## src/bsr_pkg.sv

```systemverilog
// bsr_pkg: shared constants, word types and helpers for the BEV rasterizer.
// No dependencies; imported by every module of the block.
`timescale 1ns / 1ps

package bsr_pkg;

    // Grid and table sizing
    localparam int HALF_EXTENT = 32;
    localparam int MAX_ACTORS  = 16;

    localparam int ADDR_W = (MAX_ACTORS > 1) ? $clog2(MAX_ACTORS) : 1;
    localparam int CNT_W  = $clog2(MAX_ACTORS + 1);

    // Pixel centre offset in Q8.8: centre = idx*256 - PIX_OFS
    localparam int PIX_OFS = HALF_EXTENT * 256 - 128;
    // Signed width of a pixel centre coordinate (col/row are 6 bits)
    localparam int PX_W = $clog2(HALF_EXTENT * 256 + 16384) + 1;
    // Offset from actor centre, products, and their sums
    localparam int D_W = ((PX_W > 16) ? PX_W : 16) + 1;
    localparam int P_W = 2 * D_W;
    localparam int S_W = P_W + 1;

    // Commands
    localparam logic [1:0] CMD_CLEAR    = 2'd0;
    localparam logic [1:0] CMD_LOAD     = 2'd1;
    localparam logic [1:0] CMD_CLASSIFY = 2'd2;

    // Actor kinds
    localparam logic KIND_CAR = 1'b0;
    localparam logic KIND_PED = 1'b1;

    // Terrain tiles
    localparam logic [2:0] TILE_DRIVABLE = 3'd0;
    localparam logic [2:0] TILE_LANE     = 3'd1;

    // Pixel classes
    localparam logic [2:0] CLS_DRIVABLE   = 3'd0;
    localparam logic [2:0] CLS_LANE       = 3'd1;
    localparam logic [2:0] CLS_OBSTACLE   = 3'd2;
    localparam logic [2:0] CLS_VEHICLE    = 3'd3;
    localparam logic [2:0] CLS_PEDESTRIAN = 3'd4;

    // Configuration register indexes and reset values
    localparam logic [1:0] REG_CAR_HALF_LEN = 2'd0;
    localparam logic [1:0] REG_CAR_HALF_WID = 2'd1;
    localparam logic [1:0] REG_PED_RAD_SQ   = 2'd2;

    localparam logic [15:0] RST_CAR_HALF_LEN = 16'd576;
    localparam logic [15:0] RST_CAR_HALF_WID = 16'd320;
    localparam logic [31:0] RST_PED_RAD_SQ   = 32'd36864;

    typedef struct packed {
        logic [1:0]         command;
        logic               actor_kind;
        logic signed [15:0] actor_pos_x;
        logic signed [15:0] actor_pos_y;
        logic signed [15:0] heading_cosine;
        logic signed [15:0] heading_sine;
        logic [2:0]         tile_kind;
        logic [5:0]         pixel_col;
        logic [5:0]         pixel_row;
    } bsr_in_t;

    typedef struct packed {
        logic [2:0] pixel_class;
        logic [5:0] out_col;
        logic [5:0] out_row;
    } bsr_out_t;

    // One actor table entry
    typedef struct packed {
        logic               kind;
        logic signed [15:0] pos_x;
        logic signed [15:0] pos_y;
        logic signed [15:0] cosine;
        logic signed [15:0] sine;
    } bsr_actor_t;

    typedef struct packed {
        logic [15:0] car_half_length;
        logic [15:0] car_half_width;
        logic [31:0] ped_radius_sq;
    } bsr_cfg_t;

    // Per-actor test outcome from the geometry pipe
    typedef struct packed {
        logic valid;
        logic car;
        logic ped;
    } bsr_hit_t;

    function automatic logic [2:0] terrain_class(input logic [2:0] tile);
        logic [2:0] cls;
        case (tile)
            TILE_DRIVABLE: cls = CLS_DRIVABLE;
            TILE_LANE:     cls = CLS_LANE;
            default:       cls = CLS_OBSTACLE;
        endcase
        return cls;
    endfunction

endpackage

```

## src/bsr_actor_ram.sv

```systemverilog
// bsr_actor_ram: actor table, one write and one registered read port.
// Depends on bsr_pkg for the entry type and address width.
`timescale 1ns / 1ps

module bsr_actor_ram
    import bsr_pkg::*;
(
    input  logic              clk,
    input  logic              we,
    input  logic [ADDR_W-1:0] waddr,
    input  bsr_actor_t        wdata,
    input  logic              re,
    input  logic [ADDR_W-1:0] raddr,
    output bsr_actor_t        rdata
);

    bsr_actor_t mem [0:MAX_ACTORS-1];
    bsr_actor_t rdata_reg;

    always_ff @(posedge clk)
    begin
        if (we)
        begin
            mem[waddr] <= wdata;
        end
    end

    always_ff @(posedge clk)
    begin
        if (re)
        begin
            rdata_reg <= mem[raddr];
        end
    end

    assign rdata = rdata_reg;

endmodule

```

## src/bsr_geom.sv

```systemverilog
// bsr_geom: three-stage actor test pipe (offset, multiply, compare).
// Depends on bsr_pkg for widths and the entry, config and hit types.
`timescale 1ns / 1ps

module bsr_geom
    import bsr_pkg::*;
(
    input  logic                   clk,
    input  logic                   rst_n,
    input  logic                   in_valid,
    input  bsr_actor_t             actor,
    input  logic signed [PX_W-1:0] px,
    input  logic signed [PX_W-1:0] py,
    input  bsr_cfg_t               cfg,
    output bsr_hit_t               hit,
    output logic                   active
);

    // stage A: offsets
    logic                  a_valid_reg;
    logic                  a_kind_reg;
    logic signed [D_W-1:0] dx_reg, dy_reg, c_reg, s_reg;
    logic signed [D_W-1:0] dx_next, dy_next;

    // stage B: products
    logic                  b_valid_reg;
    logic                  b_kind_reg;
    logic signed [P_W-1:0] pa_reg, pb_reg, pc_reg, pd_reg;
    logic signed [D_W-1:0] op_a0, op_a1, op_b0, op_b1;

    // stage C: compare
    bsr_hit_t              hit_reg;
    bsr_hit_t              hit_next;
    logic signed [S_W-1:0] sum_ab, dif_cd;
    logic [S_W-1:0]        mag_l, mag_w, lim_l, lim_w, rad_sq;

    always_comb
    begin
        dx_next = D_W'(px) - D_W'(actor.pos_x);
        dy_next = D_W'(py) - D_W'(actor.pos_y);
    end

    // Cars: c*dx, s*dy, c*dy, s*dx. Pedestrians: dx*dx, dy*dy.
    always_comb
    begin
        if (a_kind_reg == KIND_PED)
        begin
            op_a0 = dx_reg;
            op_a1 = dx_reg;
            op_b0 = dy_reg;
            op_b1 = dy_reg;
        end
        else
        begin
            op_a0 = c_reg;
            op_a1 = dx_reg;
            op_b0 = s_reg;
            op_b1 = dy_reg;
        end
    end

    always_comb
    begin
        sum_ab   = S_W'(pa_reg) + S_W'(pb_reg);
        dif_cd   = S_W'(pc_reg) - S_W'(pd_reg);
        mag_l    = sum_ab[S_W-1] ? S_W'(-sum_ab) : S_W'(sum_ab);
        mag_w    = dif_cd[S_W-1] ? S_W'(-dif_cd) : S_W'(dif_cd);
        lim_l    = S_W'({cfg.car_half_length, 14'd0});
        lim_w    = S_W'({cfg.car_half_width, 14'd0});
        rad_sq   = S_W'(cfg.ped_radius_sq);
        hit_next.valid = b_valid_reg;
        hit_next.car   = b_valid_reg && (b_kind_reg == KIND_CAR)
                         && (mag_l <= lim_l) && (mag_w <= lim_w);
        // sum of squares is never negative
        hit_next.ped   = b_valid_reg && (b_kind_reg == KIND_PED)
                         && (S_W'(sum_ab) <= rad_sq);
    end

    always_ff @(posedge clk or negedge rst_n)
    begin
        if (!rst_n)
        begin
            a_valid_reg <= 1'b0;
            b_valid_reg <= 1'b0;
            hit_reg     <= '0;
        end
        else
        begin
            a_valid_reg <= in_valid;
            b_valid_reg <= a_valid_reg;
            hit_reg     <= hit_next;
        end
    end

    always_ff @(posedge clk)
    begin
        a_kind_reg <= actor.kind;
        dx_reg     <= dx_next;
        dy_reg     <= dy_next;
        c_reg      <= D_W'(actor.cosine);
        s_reg      <= D_W'(actor.sine);
        b_kind_reg <= a_kind_reg;
        pa_reg     <= op_a0 * op_a1;
        pb_reg     <= op_b0 * op_b1;
        pc_reg     <= c_reg * dy_reg;
        pd_reg     <= s_reg * dx_reg;
    end

    assign hit    = hit_reg;
    assign active = a_valid_reg | b_valid_reg | hit_reg.valid;

endmodule

```

## src/bev_semantic_rasterizer.sv

```systemverilog
// bev_semantic_rasterizer: top level, command sequencer and config registers.
// Depends on bsr_pkg, bsr_actor_ram and bsr_geom.
`timescale 1ns / 1ps

// Labels pixels of a top-down grid from a terrain tile and a table of up to
// MAX_ACTORS actors. A word is accepted when start is high and busy is low.
// Clear and load complete at the accepting edge and never raise busy; a load
// into a full table is dropped. A classify word raises busy and the block then
// streams the stored actors, one per cycle, out of the actor RAM through a
// three-stage test pipe (offset, multiply, compare). busy stays high while the
// actors are scanned and until the pipe has drained; with an empty table the
// scan is skipped. When busy drops, done pulses for exactly one cycle with the
// result word. The receiver cannot stall: the result is lost if not taken in
// that cycle. Config writes (cfg_write) take effect at once and are only meant
// to happen while the block is idle.

module bev_semantic_rasterizer
    import bsr_pkg::*;
(
    input  logic        clk,
    input  logic        rst_n,
    input  logic        start,
    output logic        busy,
    input  bsr_in_t     item,
    output logic        done,
    output bsr_out_t    result,
    input  logic        cfg_write,
    input  logic [1:0]  cfg_index,
    input  logic [31:0] cfg_data
);

    typedef enum logic [1:0] {
        ST_IDLE,
        ST_SCAN,
        ST_DRAIN
    } state_t;

    state_t          state_reg, state_next;
    logic [CNT_W-1:0] count_reg, count_next;
    logic [CNT_W-1:0] idx_reg, idx_next;
    logic            rd_valid_reg;
    logic            car_acc_reg, car_acc_next;
    logic            ped_acc_reg, ped_acc_next;
    logic            done_reg, done_next;
    bsr_out_t        result_reg, result_next;
    bsr_cfg_t        cfg_reg;

    // pixel being classified
    logic [2:0]             tile_cls_reg, tile_cls_next;
    logic [5:0]             col_reg, col_next;
    logic [5:0]             row_reg, row_next;
    logic signed [PX_W-1:0] px_reg, px_next;
    logic signed [PX_W-1:0] py_reg, py_next;

    logic       accept;
    logic       ram_we, ram_re;
    bsr_actor_t ram_wdata, ram_rdata;
    bsr_hit_t   hit;
    logic       pipe_active;

    assign accept = start && (state_reg == ST_IDLE);

    // --- actor table ---
    always_comb
    begin
        ram_we          = accept && (item.command == CMD_LOAD)
                          && (count_reg < CNT_W'(MAX_ACTORS));
        ram_wdata.kind   = item.actor_kind;
        ram_wdata.pos_x  = item.actor_pos_x;
        ram_wdata.pos_y  = item.actor_pos_y;
        ram_wdata.cosine = item.heading_cosine;
        ram_wdata.sine   = item.heading_sine;
        ram_re          = (state_reg == ST_SCAN);
    end

    bsr_actor_ram u_ram (
        .clk   (clk),
        .we    (ram_we),
        .waddr (count_reg[ADDR_W-1:0]),
        .wdata (ram_wdata),
        .re    (ram_re),
        .raddr (idx_reg[ADDR_W-1:0]),
        .rdata (ram_rdata)
    );

    bsr_geom u_geom (
        .clk      (clk),
        .rst_n    (rst_n),
        .in_valid (rd_valid_reg),
        .actor    (ram_rdata),
        .px       (px_reg),
        .py       (py_reg),
        .cfg      (cfg_reg),
        .hit      (hit),
        .active   (pipe_active)
    );

    // --- sequencer ---
    always_comb
    begin
        state_next    = state_reg;
        count_next    = count_reg;
        idx_next      = idx_reg;
        car_acc_next  = car_acc_reg | hit.car;
        ped_acc_next  = ped_acc_reg | hit.ped;
        done_next     = 1'b0;
        result_next   = result_reg;
        tile_cls_next = tile_cls_reg;
        col_next      = col_reg;
        row_next      = row_reg;
        px_next       = px_reg;
        py_next       = py_reg;

        case (state_reg)
            ST_IDLE:
            begin
                if (accept)
                begin
                    case (item.command)
                        CMD_CLEAR:
                        begin
                            count_next = '0;
                        end
                        CMD_LOAD:
                        begin
                            if (ram_we)
                            begin
                                count_next = count_reg + 1'b1;
                            end
                        end
                        CMD_CLASSIFY:
                        begin
                            tile_cls_next = terrain_class(item.tile_kind);
                            col_next      = item.pixel_col;
                            row_next      = item.pixel_row;
                            px_next       = PX_W'({item.pixel_col, 8'd0})
                                            - PX_W'(PIX_OFS);
                            py_next       = PX_W'(PIX_OFS)
                                            - PX_W'({item.pixel_row, 8'd0});
                            idx_next      = '0;
                            car_acc_next  = 1'b0;
                            ped_acc_next  = 1'b0;
                            state_next    = (count_reg == '0) ? ST_DRAIN : ST_SCAN;
                        end
                        default:
                        begin
                        end
                    endcase
                end
            end
            ST_SCAN:
            begin
                idx_next = idx_reg + 1'b1;
                if (idx_reg == CNT_W'(count_reg - 1'b1))
                begin
                    state_next = ST_DRAIN;
                end
            end
            ST_DRAIN:
            begin
                // wait until the last actor's outcome is folded in
                if (!rd_valid_reg && !pipe_active)
                begin
                    done_next               = 1'b1;
                    result_next.out_col     = col_reg;
                    result_next.out_row     = row_reg;
                    result_next.pixel_class = ped_acc_reg ? CLS_PEDESTRIAN :
                                              car_acc_reg ? CLS_VEHICLE :
                                              tile_cls_reg;
                    state_next              = ST_IDLE;
                end
            end
            default:
            begin
                state_next = ST_IDLE;
            end
        endcase
    end

    always_ff @(posedge clk or negedge rst_n)
    begin
        if (!rst_n)
        begin
            state_reg    <= ST_IDLE;
            count_reg    <= '0;
            idx_reg      <= '0;
            rd_valid_reg <= 1'b0;
            car_acc_reg  <= 1'b0;
            ped_acc_reg  <= 1'b0;
            done_reg     <= 1'b0;
            result_reg   <= '0;
        end
        else
        begin
            state_reg    <= state_next;
            count_reg    <= count_next;
            idx_reg      <= idx_next;
            rd_valid_reg <= ram_re;
            car_acc_reg  <= car_acc_next;
            ped_acc_reg  <= ped_acc_next;
            done_reg     <= done_next;
            result_reg   <= result_next;
        end
    end

    always_ff @(posedge clk)
    begin
        tile_cls_reg <= tile_cls_next;
        col_reg      <= col_next;
        row_reg      <= row_next;
        px_reg       <= px_next;
        py_reg       <= py_next;
    end

    // --- config registers ---
    always_ff @(posedge clk or negedge rst_n)
    begin
        if (!rst_n)
        begin
            cfg_reg.car_half_length <= RST_CAR_HALF_LEN;
            cfg_reg.car_half_width  <= RST_CAR_HALF_WID;
            cfg_reg.ped_radius_sq   <= RST_PED_RAD_SQ;
        end
        else if (cfg_write)
        begin
            case (cfg_index)
                REG_CAR_HALF_LEN: cfg_reg.car_half_length <= cfg_data[15:0];
                REG_CAR_HALF_WID: cfg_reg.car_half_width  <= cfg_data[15:0];
                REG_PED_RAD_SQ:   cfg_reg.ped_radius_sq   <= cfg_data;
                default:
                begin
                end
            endcase
        end
    end

    assign busy   = (state_reg != ST_IDLE);
    assign done   = done_reg;
    assign result = result_reg;

endmodule

```

## config.mk

```make
export PLATFORM = sky130hd
export DESIGN_NAME = bev_semantic_rasterizer
export DESIGN_NICKNAME = d
export VERILOG_FILES = /design/src/bsr_pkg.sv /design/src/bsr_actor_ram.sv /design/src/bsr_geom.sv /design/src/bev_semantic_rasterizer.sv
export SDC_FILE = /design/constraint.sdc
export NUM_CORES = 2
export LEC_CHECK = 0
export BUFFER_PORTS_ARGS = -buffer_cell sky130_fd_sc_hd__buf_2
export CAP_MARGIN = 10
export CORE_MARGIN = 5
export CORE_UTILIZATION = 36
export DETAILED_ROUTE_END_ITERATION = 7
export PLACE_DENSITY = 0.57
export SLEW_MARGIN = 20
export SYNTH_ARGS = -nofsm -noshare
export SYNTH_HDL_FRONTEND = slang
export SYNTH_SLANG_ARGS = --single-unit
```

## constraint.sdc

```tcl
create_clock -name clk -period 20.4 [get_ports clk]
set_input_delay 2.04 -clock clk [delete_from_list [all_inputs] [get_ports clk]]
set_output_delay 2.04 -clock clk [all_outputs]
set_load 0.03 [all_outputs]
```

==> impl_summary.log <==
[metrics] largest net degree at the start of global routing: 150
[metrics] CTS tree: built
[metrics] setup repair after global routing missed its margin: no
[metrics] global-route usage over all layers: 17.65%
[metrics] required arrival time at the worst endpoint: 21.08 ns
[metrics] uppermost layer routed: met5
[metrics] area occupied by multi-input gates: 52890 um2
[metrics] final wirelength: 251.2 mm
[metrics] number of buffers added to fix hold violations after cts: 0
[metrics] most common library cell in the layout ignoring fill and taps: sky130_fd_sc_hd__inv_1
[metrics] Largest register FFs: 1040
[metrics] via count of the first global-routing pass: between 60000 and 70000
[metrics] average via count per standard cell: 4.990
[metrics] Clock Sink Count: 1427
[metrics] element type at the critical path end: register
[metrics] clock tree buffer depth: 4
[metrics] final antenna-violating net count: 0
[metrics] Post-CTS Resized: 0
[metrics] FILL cells: 26040
[metrics] total of warnings raised by yosys: 0
[metrics] depth of the worst register-to-register path: 26
[metrics] number of buffers inserted to repair setup after CTS: 0
[metrics] FFs w/ async S/R, synth: about 7%
[metrics] number of violations of the max-capacitance limit: 0
[metrics] sum of met2 wire segment lengths after detailed routing: 120.2 mm
[metrics] clock tree root buffer cell: sky130_fd_sc_hd__clkbuf_16
[metrics] most instantiated flip-flop cell in the synthesis netlist: sky130_fd_sc_hd__edfxtp_1
[metrics] Seq. cell area: 40350 um2
[metrics] share of post-route cells with drive strength above 1: 11.96%
[metrics] GPL Wtd Cong: 0.8480
[metrics] synthesized net count: approximately 9700
[metrics] transition time at the pin with the least slew margin: approximately 1.1 ns
[metrics] summed instance area of the synthesized netlist: approximately 100000 um2
[metrics] Crit path arrival time: 9.22 ns
[metrics] number of H-tree levels: 4
[metrics] initial antenna violation count: 47
[metrics] type of element launching the critical path: register
[metrics] register area share after synthesis: approximately 40%
[metrics] Avg Cell Area, Syn: 12.62 um2
[metrics] hold-critical path depth: 0
[metrics] Worst R2R Setup Slack: 11.85 ns
[metrics] commonest cells after routing, fill and taps aside: sky130_fd_sc_hd__inv_1 (1437), sky130_fd_sc_hd__fa_1 (1146), sky130_fd_sc_hd__edfxtp_1 (1125)
[metrics] classification of the worst-slack hold path: register to register
[metrics] timing-limited maximum frequency: 117.0 MHz
[metrics] Post-route DRC: 0
[metrics] metal3 WL: 15.54 mm
[metrics] Max-Slew Margin vs Limit: 28.87%
[metrics] number of search-and-repair iterations in the first detailed-routing pass: 6
[metrics] count of final hold-check violations: 0
[metrics] final worst path period need: 8.546 ns
[metrics] routed length on met1: 108.1 mm
[metrics] I/O Buffers: 136
[metrics] Fin Clk Skew: 0.1276 ns
[metrics] cell row count: around 190
[metrics] first-iteration detailed-routing DRC count: 4187
[metrics] vias after detailed routing: 59050
[metrics] clock insertion delay at the later pin of the skew report: 0.86 ns
[metrics] total I/O pin count: 137
[metrics] Starting Density: 36.12%
[metrics] clk slew on worst S/H paths: approximately 0.060 ns
[metrics] Setup Total Neg Slack: 0 ns
[metrics] Synth Instances: 7902
[metrics] number of pins with negative max-slew slack in the final report: 0
[metrics] global-route wire length before repair: 389.5 mm
[metrics] period utilization: about two fifths
[metrics] number of clock buffers inserted by TritonCTS: 160
[metrics] DIE WIDTH: 536.2 um
[metrics] total overflow reported by the global router: 0
[metrics] Max FO, Critical Path: 67
[metrics] die height: 536.2 um
[metrics] Post-synth EDFFs: approximately 1100
[metrics] area overhead of the layout relative to synthesis: 10.08%
[metrics] critical path start-end classification: register to register
[metrics] result of the run: finished, final reports clean
[metrics] post-synthesis cell type count: 107
[metrics] placed wire-length estimate: 177.3 mm
[metrics] Placeable Area: 276000 um2
[metrics] Routed wire per std cell: 21.23 um
[metrics] final setup violation count: 0
[metrics] Die Area: 287500 um2
[metrics] register bit total from synthesis: between 1000 and 1500
[metrics] # nets final: 9757
[per-stage QoR]
stage	util, %	setup WS, ns	hold slack (ns)	std cells	instance area, um2
after floorplan	-	12.62	0.3233	7902	99690
after global placement	37.97	11.99	0.3248	11540	104800
after detailed placement	37.97	11.99	0.3278	11540	104800
after CTS	39.74	11.95	0.3175	11810	109700
after global routing	39.74	11.46	0.3387	11820	109700
final	39.76	11.85	0.3239	11830	109700
[per-layer routing]
metal  track usage [%]  vias to the layer above
li1                  -                    26330
met1             24.01                    30780
met2             29.23                     1532
met3             3.243                      368
met4             4.563                       32
met5                 0                        -
[cells in the mapped netlist (35+ instances only)]
cell type / n / area, um2
sky130_fd_sc_hd__edfxtp_1: 1125 / 33780
sky130_fd_sc_hd__ha_1: 493 / 6168
sky130_fd_sc_hd__nand2_1: 742 / 2785
sky130_fd_sc_hd__nor2b_1: 61 / 381.6
sky130_fd_sc_hd__a21oi_1: 172 / 860.8
sky130_fd_sc_hd__clkbuf_1: 266 / 998.5
sky130_fd_sc_hd__a21o_1: 82 / 615.6
sky130_fd_sc_hd__inv_1: 1437 / 5394
sky130_fd_sc_hd__xor2_1: 71 / 621.9
sky130_fd_sc_hd__o21ai_0: 141 / 705.7
sky130_fd_sc_hd__and2_1: 446 / 2790
sky130_fd_sc_hd__mux2_2: 81 / 912.1
sky130_fd_sc_hd__dfxtp_1: 202 / 4044
sky130_fd_sc_hd__dfrtp_1: 94 / 2352
sky130_fd_sc_hd__nor2_1: 206 / 773.2
sky130_fd_sc_hd__nand3_1: 37 / 185.2
sky130_fd_sc_hd__mux4_2: 325 / 7320
sky130_fd_sc_hd__fa_1: 1146 / 22940
sky130_fd_sc_hd__buf_1: 35 / 131.4
sky130_fd_sc_hd__nand2b_1: 48 / 300.3
sky130_fd_sc_hd__xnor2_1: 179 / 1568
sky130_fd_sc_hd__nor3_1: 59 / 295.3
sky130_fd_sc_hd__o21a_1: 68 / 510.5
[final timing paths]
kind / startpoint / end
max: u_geom.a_kind_reg / u_geom.pb_reg[31]
min in group asynchronous: rst_n / cfg_reg[20]
max in group asynchronous: rst_n / idx_reg[3]
max reg2reg: u_geom.a_kind_reg / u_geom.pb_reg[31]
min: u_ram.rdata[26] / u_geom.c_reg[10]
min reg2reg: u_ram.rdata[26] / u_geom.c_reg[10]
[cell type report]
class | instances | area share, %
Multi-Input combinational cell | 4725 | 48.20
Clock inverter | 71 | 0.5450
Inverter | 1439 | 4.927
Tap cell | 3705 | 4.225
Antenna cell | 21 | 0.04789
Timing Repair Buffer | 245 | 1.391
Clock buffer | 200 | 3.892
Sequential cell | 1427 | 36.77
[cells by family (layout without fill, tap and decap cells)]
group           Yosys count  after routing  share of synthesized area (%)
buf+inv                1750           1955                          6.607
simple gates           1739           1739                          8.578
xor+xnor                252            252                          2.229
fa+ha+maj              1639           1639                          29.20
compound gates          682            682                          4.593
mux                     413            413                          8.328
flops                  1427           1427                          40.46
other cells               0             21                              0
[worst max-delay path: stages (launching register included)]
cell	delay [ns]
sky130_fd_sc_hd__dfxtp_2	0.31
sky130_fd_sc_hd__buf_4	0.66
sky130_fd_sc_hd__mux2_2	0.55
sky130_fd_sc_hd__and2_1	0.23
sky130_fd_sc_hd__fa_1	0.54
sky130_fd_sc_hd__inv_1	0.06
sky130_fd_sc_hd__fa_1	0.47
sky130_fd_sc_hd__fa_1	0.52
sky130_fd_sc_hd__fa_1	0.55
sky130_fd_sc_hd__inv_1	0.05
sky130_fd_sc_hd__fa_1	0.47
sky130_fd_sc_hd__inv_1	0.05
sky130_fd_sc_hd__fa_1	0.47
sky130_fd_sc_hd__inv_1	0.04
sky130_fd_sc_hd__ha_1	0.32
sky130_fd_sc_hd__a21o_1	0.19
sky130_fd_sc_hd__a21oi_1	0.22
sky130_fd_sc_hd__o21ai_0	0.18
sky130_fd_sc_hd__a211oi_1	0.42
sky130_fd_sc_hd__o31ai_1	0.20
sky130_fd_sc_hd__o41ai_1	0.79
sky130_fd_sc_hd__nand3_1	0.15
sky130_fd_sc_hd__a31oi_1	0.34
sky130_fd_sc_hd__nor2b_1	0.09
sky130_fd_sc_hd__o21ai_0	0.21
sky130_fd_sc_hd__nor2b_1	0.20
sky130_fd_sc_hd__xnor2_1	0.14
Power is left out: the tool's default activity adds up to more than one toggle a clock period on the data nets, which glitch-free logic cannot reach.
